**src/hdl/shtc_pkg.sv**
```systemverilog
package shtc_pkg;

    localparam int HIT_W   = 16;
    localparam int TRACK_W = 12;
    localparam int EPOCH_W = 4;

    typedef struct packed {
        logic [HIT_W-1:0]   hit_index;
        logic [TRACK_W-1:0] track_id;
        logic               last_hit;
        logic               start_of_event;
    } t_in_beat;

    typedef struct packed {
        logic [TRACK_W-1:0] result_track;
        logic [TRACK_W-1:0] cluster_id;
        logic               new_cluster;
        logic               hits_overflow;
    } t_out_beat;

    typedef struct packed {
        logic [EPOCH_W-1:0] epoch;
        logic [TRACK_W-1:0] owner;
    } t_entry;

    typedef struct packed {
        logic accept;
        logic clear_step;
        logic look;
        logic check;
        logic wb_start;
        logic wb_run;
        logic emit;
    } t_cmd;

    typedef struct packed {
        logic soe_wrap;
        logic clear_last;
        logic last;
        logic match_now;
        logic wb_done;
        logic out_free;
    } t_status;

    // Remainder of a 16-bit value by a constant whose quotient stays below 256.
    function automatic logic [HIT_W-1:0] reduce(input logic [HIT_W-1:0] value,
                                               input int unsigned divisor);
        logic [31:0]      step;
        logic [HIT_W-1:0] rem;
        rem = value;
        for (int k = 7; k >= 0; k--) begin
            step = 32'(divisor) << k;
            if ({16'b0, rem} >= step) begin
                rem = rem - step[HIT_W-1:0];
            end
        end
        return rem;
    endfunction

endpackage

```
**src/hdl/shtc_ctrl.sv**
```systemverilog
module shtc_ctrl (
    input  logic              i_clk,
    input  logic              i_rst_n,
    input  logic              i_in_valid,
    output logic              o_in_ready,
    input  shtc_pkg::t_status i_status,
    output shtc_pkg::t_cmd    o_cmd
);

    typedef enum logic [5:0] {
        S_CLEAR = 6'b000001,
        S_IDLE  = 6'b000010,
        S_LOOK  = 6'b000100,
        S_CHECK = 6'b001000,
        S_WB    = 6'b010000,
        S_EMIT  = 6'b100000
    } t_state;

    t_state r_state;
    t_state n_state;
    logic   r_item;
    logic   n_item;

    assign o_in_ready = (r_state == S_IDLE);

    always_comb begin
        n_state = r_state;
        n_item  = r_item;
        o_cmd   = '0;
        unique case (r_state)
            S_CLEAR: begin
                o_cmd.clear_step = 1'b1;
                if (i_status.clear_last) begin
                    n_state = r_item ? S_LOOK : S_IDLE;
                    n_item  = 1'b0;
                end
            end
            S_IDLE: begin
                if (i_in_valid) begin
                    o_cmd.accept = 1'b1;
                    if (i_status.soe_wrap) begin
                        n_state = S_CLEAR;
                        n_item  = 1'b1;
                    end else begin
                        n_state = S_CHECK;
                    end
                end
            end
            S_LOOK: begin
                o_cmd.look = 1'b1;
                n_state    = S_CHECK;
            end
            S_CHECK: begin
                o_cmd.check = 1'b1;
                if (!i_status.last) begin
                    n_state = S_IDLE;
                end else if (i_status.match_now) begin
                    n_state = S_EMIT;
                end else begin
                    o_cmd.wb_start = 1'b1;
                    n_state        = S_WB;
                end
            end
            S_WB: begin
                o_cmd.wb_run = 1'b1;
                if (i_status.wb_done) begin
                    n_state = S_EMIT;
                end
            end
            S_EMIT: begin
                if (i_status.out_free) begin
                    o_cmd.emit = 1'b1;
                    n_state    = S_IDLE;
                end
            end
            default: begin
                n_state = S_IDLE;
            end
        endcase
    end

    always_ff @(posedge i_clk) begin
        if (!i_rst_n) begin
            r_state <= S_CLEAR;
            r_item  <= 1'b0;
        end else begin
            r_state <= n_state;
            r_item  <= n_item;
        end
    end

endmodule

```
**config.mk**
```make
export PLATFORM = sky130hd
export DESIGN_NAME = shtc_ctrl
export DESIGN_NICKNAME = d
export VERILOG_FILES = /design/src/hdl/shtc_pkg.sv /design/src/hdl/shtc_ctrl.sv
export SDC_FILE = /design/constraint.sdc
export NUM_CORES = 1
export LEC_CHECK = 0
export ABC_CLOCK_PERIOD_IN_PS = 2200
export CAP_MARGIN = 20
export CORE_AREA = 10 10 47 49
export CTS_BUF_LIST = sky130_fd_sc_hd__clkbuf_4 sky130_fd_sc_hd__clkbuf_8
export DETAILED_ROUTE_END_ITERATION = 10
export DIE_AREA = 0 0 57 59
export DONT_BUFFER_PORTS = 1
export GPL_ROUTABILITY_DRIVEN = 0
export GPL_TIMING_DRIVEN = 1
export HOLD_SLACK_MARGIN = 0.1
export PLACE_DENSITY_LB_ADDON = 0.2
export SYNTH_ARGS = -nofsm -noshare
export SYNTH_HDL_FRONTEND = slang
export SYNTH_SLANG_ARGS = --single-unit
```
**constraint.sdc**
```tcl
create_clock -name i_clk -period 2.2 [get_ports i_clk]
set_input_delay 0.44 -clock i_clk [delete_from_list [all_inputs] [get_ports i_clk]]
set_output_delay 0.44 -clock i_clk [all_outputs]
set_load 0.02 [all_outputs]
```
==> flow_summary_export.csv <==
group,metric,value,unit
clocking,cts_buffers,3,
finish,antennaDiodeCount,0,
clocking,post_cts_resize_count,0,
synthesis,synth_top_area_share,0.304,
place,post_dp_cell_area,497,µm²
place,detailed_place_hpwl,973,µm
status,outcome,"finished, final reports clean",
clocking,post-cts-setup-buffers,0,
pwr,p_clk_frac,0.340,
synthesis,synthTopCellsByArea,"dfxtp_1 (30%), a31oi_1 (5.4%), nor2_1 (4.9%), nor3_2 (4.3%), nor2b_1 (4.1%)",
timing,worstMarginPinSlew,484,ps
detailed_routing,vias,448,
floorplanning,start_util,0.329,
clocking,cts_tree,"built",
min_path,hold_path.class,"primary input to flop",
setup_path,crit_path_top_delay_cell,"dfxtp_1",
synthesis,yosysTopAreaCell,"dfxtp_1",
clocking,hold_buffers,0,
pwr,p_sw_frac,0.291,
pwr,vdd_drop_max,0.000259,V
clocking,clkTransAtPathRegs,50,ps
setup_path,cp_cell_sequence,"nor4b_1, nand3_1, nor2_1",
finish,fin_nets,73,
synthesis,synth_cell_types,30,
finish,drive_above_1_share,0.190,
finish,fin_area,527,µm²
floorplanning,rows,14,
floorplanning,io_pins,17,
clocking,clock-root-buffer,"clkbuf_4",
timing,rsz0062_at_grt,"false",
finish,final_common_cell,"dfxtp_1",
clocking,cts.sinks,7,
timing,finalMaxSlewViolations,0,
floorplanning,die_y,59,µm
place,dp.cells,75,
timing,setup-tns-final,0,ps
pwr,finalPower,0.000362,W
synthesis,ys_seq_area_frac,0.304,
pwr,switchingPower,0.000105,W
grt,antenna_found_initial,0,
finish,stdcell_count,79,
synthesis,syn-cell-area,462,µm²
floorplanning,core_area,0.00140,mm²
detailed_routing,drt-total-wl,1180,µm
detailed_routing,drt_iter0_drc,8,
timing,clock.fmax,486,MHz
grt,grt_max_degree,8,
pwr,seqPwrFrac,0.395,
detailed_routing,first_pass_iters,4,
detailed_routing,vias_per_cell,5.67,
place,numPortBuffers,0,
pwr,p_int,0.000256,W
setup_path,critPathMaxStageDelay,440,ps
finish,nFillCells,148,
clocking,cts_max_path_buffers,2,
grt,grt_pass1_wl,2020,µm
synthesis,synth_nets,66,
setup_path,path_class,"flop to output pin",
finish,layout_common_cells,"dfxtp_1 (7), nor2_1 (6), inv_1 (4), a31oi_1 (4), clkbuf_4 (4)",
floorplanning,dieArea,0.00336,mm²
detailed_routing,drc,0,
timing,fin_skew,3.21,ps
finish,synthToLayoutAreaGrowth,14.1,%
pwr,power_leakage,0.194,nW
timing,period_share,0.936,
timing,finalSetupViolations,0,
synthesis,ys_ff_latch,7,
setup_path,cp-end-kind,"output pin",
floorplanning,die_width,57,µm
setup_path,worstReg2RegStart,"r_state[3]$_SDFFE_PN0P_",
clocking,htreeDepth,1,
setup_path,worst-path-max-fanout,7,
detailed_routing,ant_nets,0,
clocking,clock_latency,240,ps
synthesis,synth_cells,57,
pwr,powerDensity,686,mW/mm²
timing,finalCriticalPeriod,2060,ps
grt,overflow,0,
timing,hold_viol,0,
detailed_routing,wl_per_cell,14.9,µm
setup_path,cp.required,1760,ps
synthesis,synth.avg_cell_area,8.10,µm²
timing,relSlewSlack,0.676,
setup_path,worstSetupStartpointType,"flop",
min_path,holdCritStartpoint,"i_rst_n",
setup_path,arrival,1620,ps
synthesis,synth_warnings,0,
grt,track_usage,0.0752,
pwr,power_frac_comb,0.265,
grt,grt_pass1_vias,443,
setup_path,crit_path_start,"r_state[3]$_SDFFE_PN0P_",
run,cap_viol_max_count,0,
-- registers in the layout (all words and copies together) (netlist names) --
signal / flops
r_state: 6
r_item: 1
-- Yosys cell counts, drive strengths merged --
library cell,instances
nor4,1
o21a,2
and2,2
a21boi,1
and4,3
nor3,3
nand2b,2
o31ai,1
nand3b,1
nand4b,1
nand3,2
or2b,1
o21ai,1
o311a,1
a32o,1
nor2,7
o2111ai,1
nand2,3
dfxtp,7
or4,2
a21oi,1
a31oi,4
inv,4
nor2b,3
nor4b,1
o211ai,1
-- logic make-up after synthesis --
logic type	synth area share
AO/OA/AOI/OAI	0.219
AND/OR/NAND/NOR	0.444
flip-flops	0.304
buffers and inverters	0.0325
-- critical path: cells and delay by family, from the launching register on --
kind | cells | cell delay [ps]
DFF | 1 | 440
and+or+nand+nor | 3 | 930
-- area by class of cell --
cell class	instances	area [µm²]	share of cell area
Multi-Input combinational cell	46	307	0.582
Sequential cell	7	140	0.266
Clock buffer	4	30.0	0.0570
Tap cell	16	20.0	0.0380
Timing Repair Buffer	2	15.0	0.0285
Inverter	4	15.0	0.0285
-- routing by layer --
layer	part of all wire	global-route usage
met1	0.39	0.0724
met2	0.56	0.129
met3	0.035	0.0300
met4	0.014	0.0537
met5	0	0
-- final timing paths --
| check | cells past startpoint | slack, ps | endpoint |
|---|---|---|---|
| max | 3 | 140 | o_cmd[2] |
| min reg2reg | 2 | 460 | r_item$_SDFFE_PN0P_ |
| min | 1 | 320 | r_state[4]$_SDFFE_PN0P_ |
| max reg2reg | 4 | 580 | r_state[4]$_SDFFE_PN0P_ |
-- metrics by stage --
stage               setup slack, ps  hold slack, ps  utilization
floorplan                       316             447            -
global placement                400             466        0.354
detailed placement              422             461        0.354
CTS                             142             310        0.376
global route                   42.2             297        0.376
finish                          141             317        0.376
-- power groups by stage --
| stage | combinational (W) | clock (W) | sequential [W] |
|---|---|---|---|
| after floorplan | 0.0000752 | 0 | 0.000143 |
| after global placement | 0.0000976 | 0 | 0.000145 |
| after detailed placement | 0.0000956 | 0 | 0.000145 |
| after CTS | 0.0000963 | 0.000130 | 0.000142 |
| after global routing | 0.000105 | 0.000139 | 0.000144 |
| final | 0.0000958 | 0.000123 | 0.000143 |
Power figures use the tool's default switching activity.
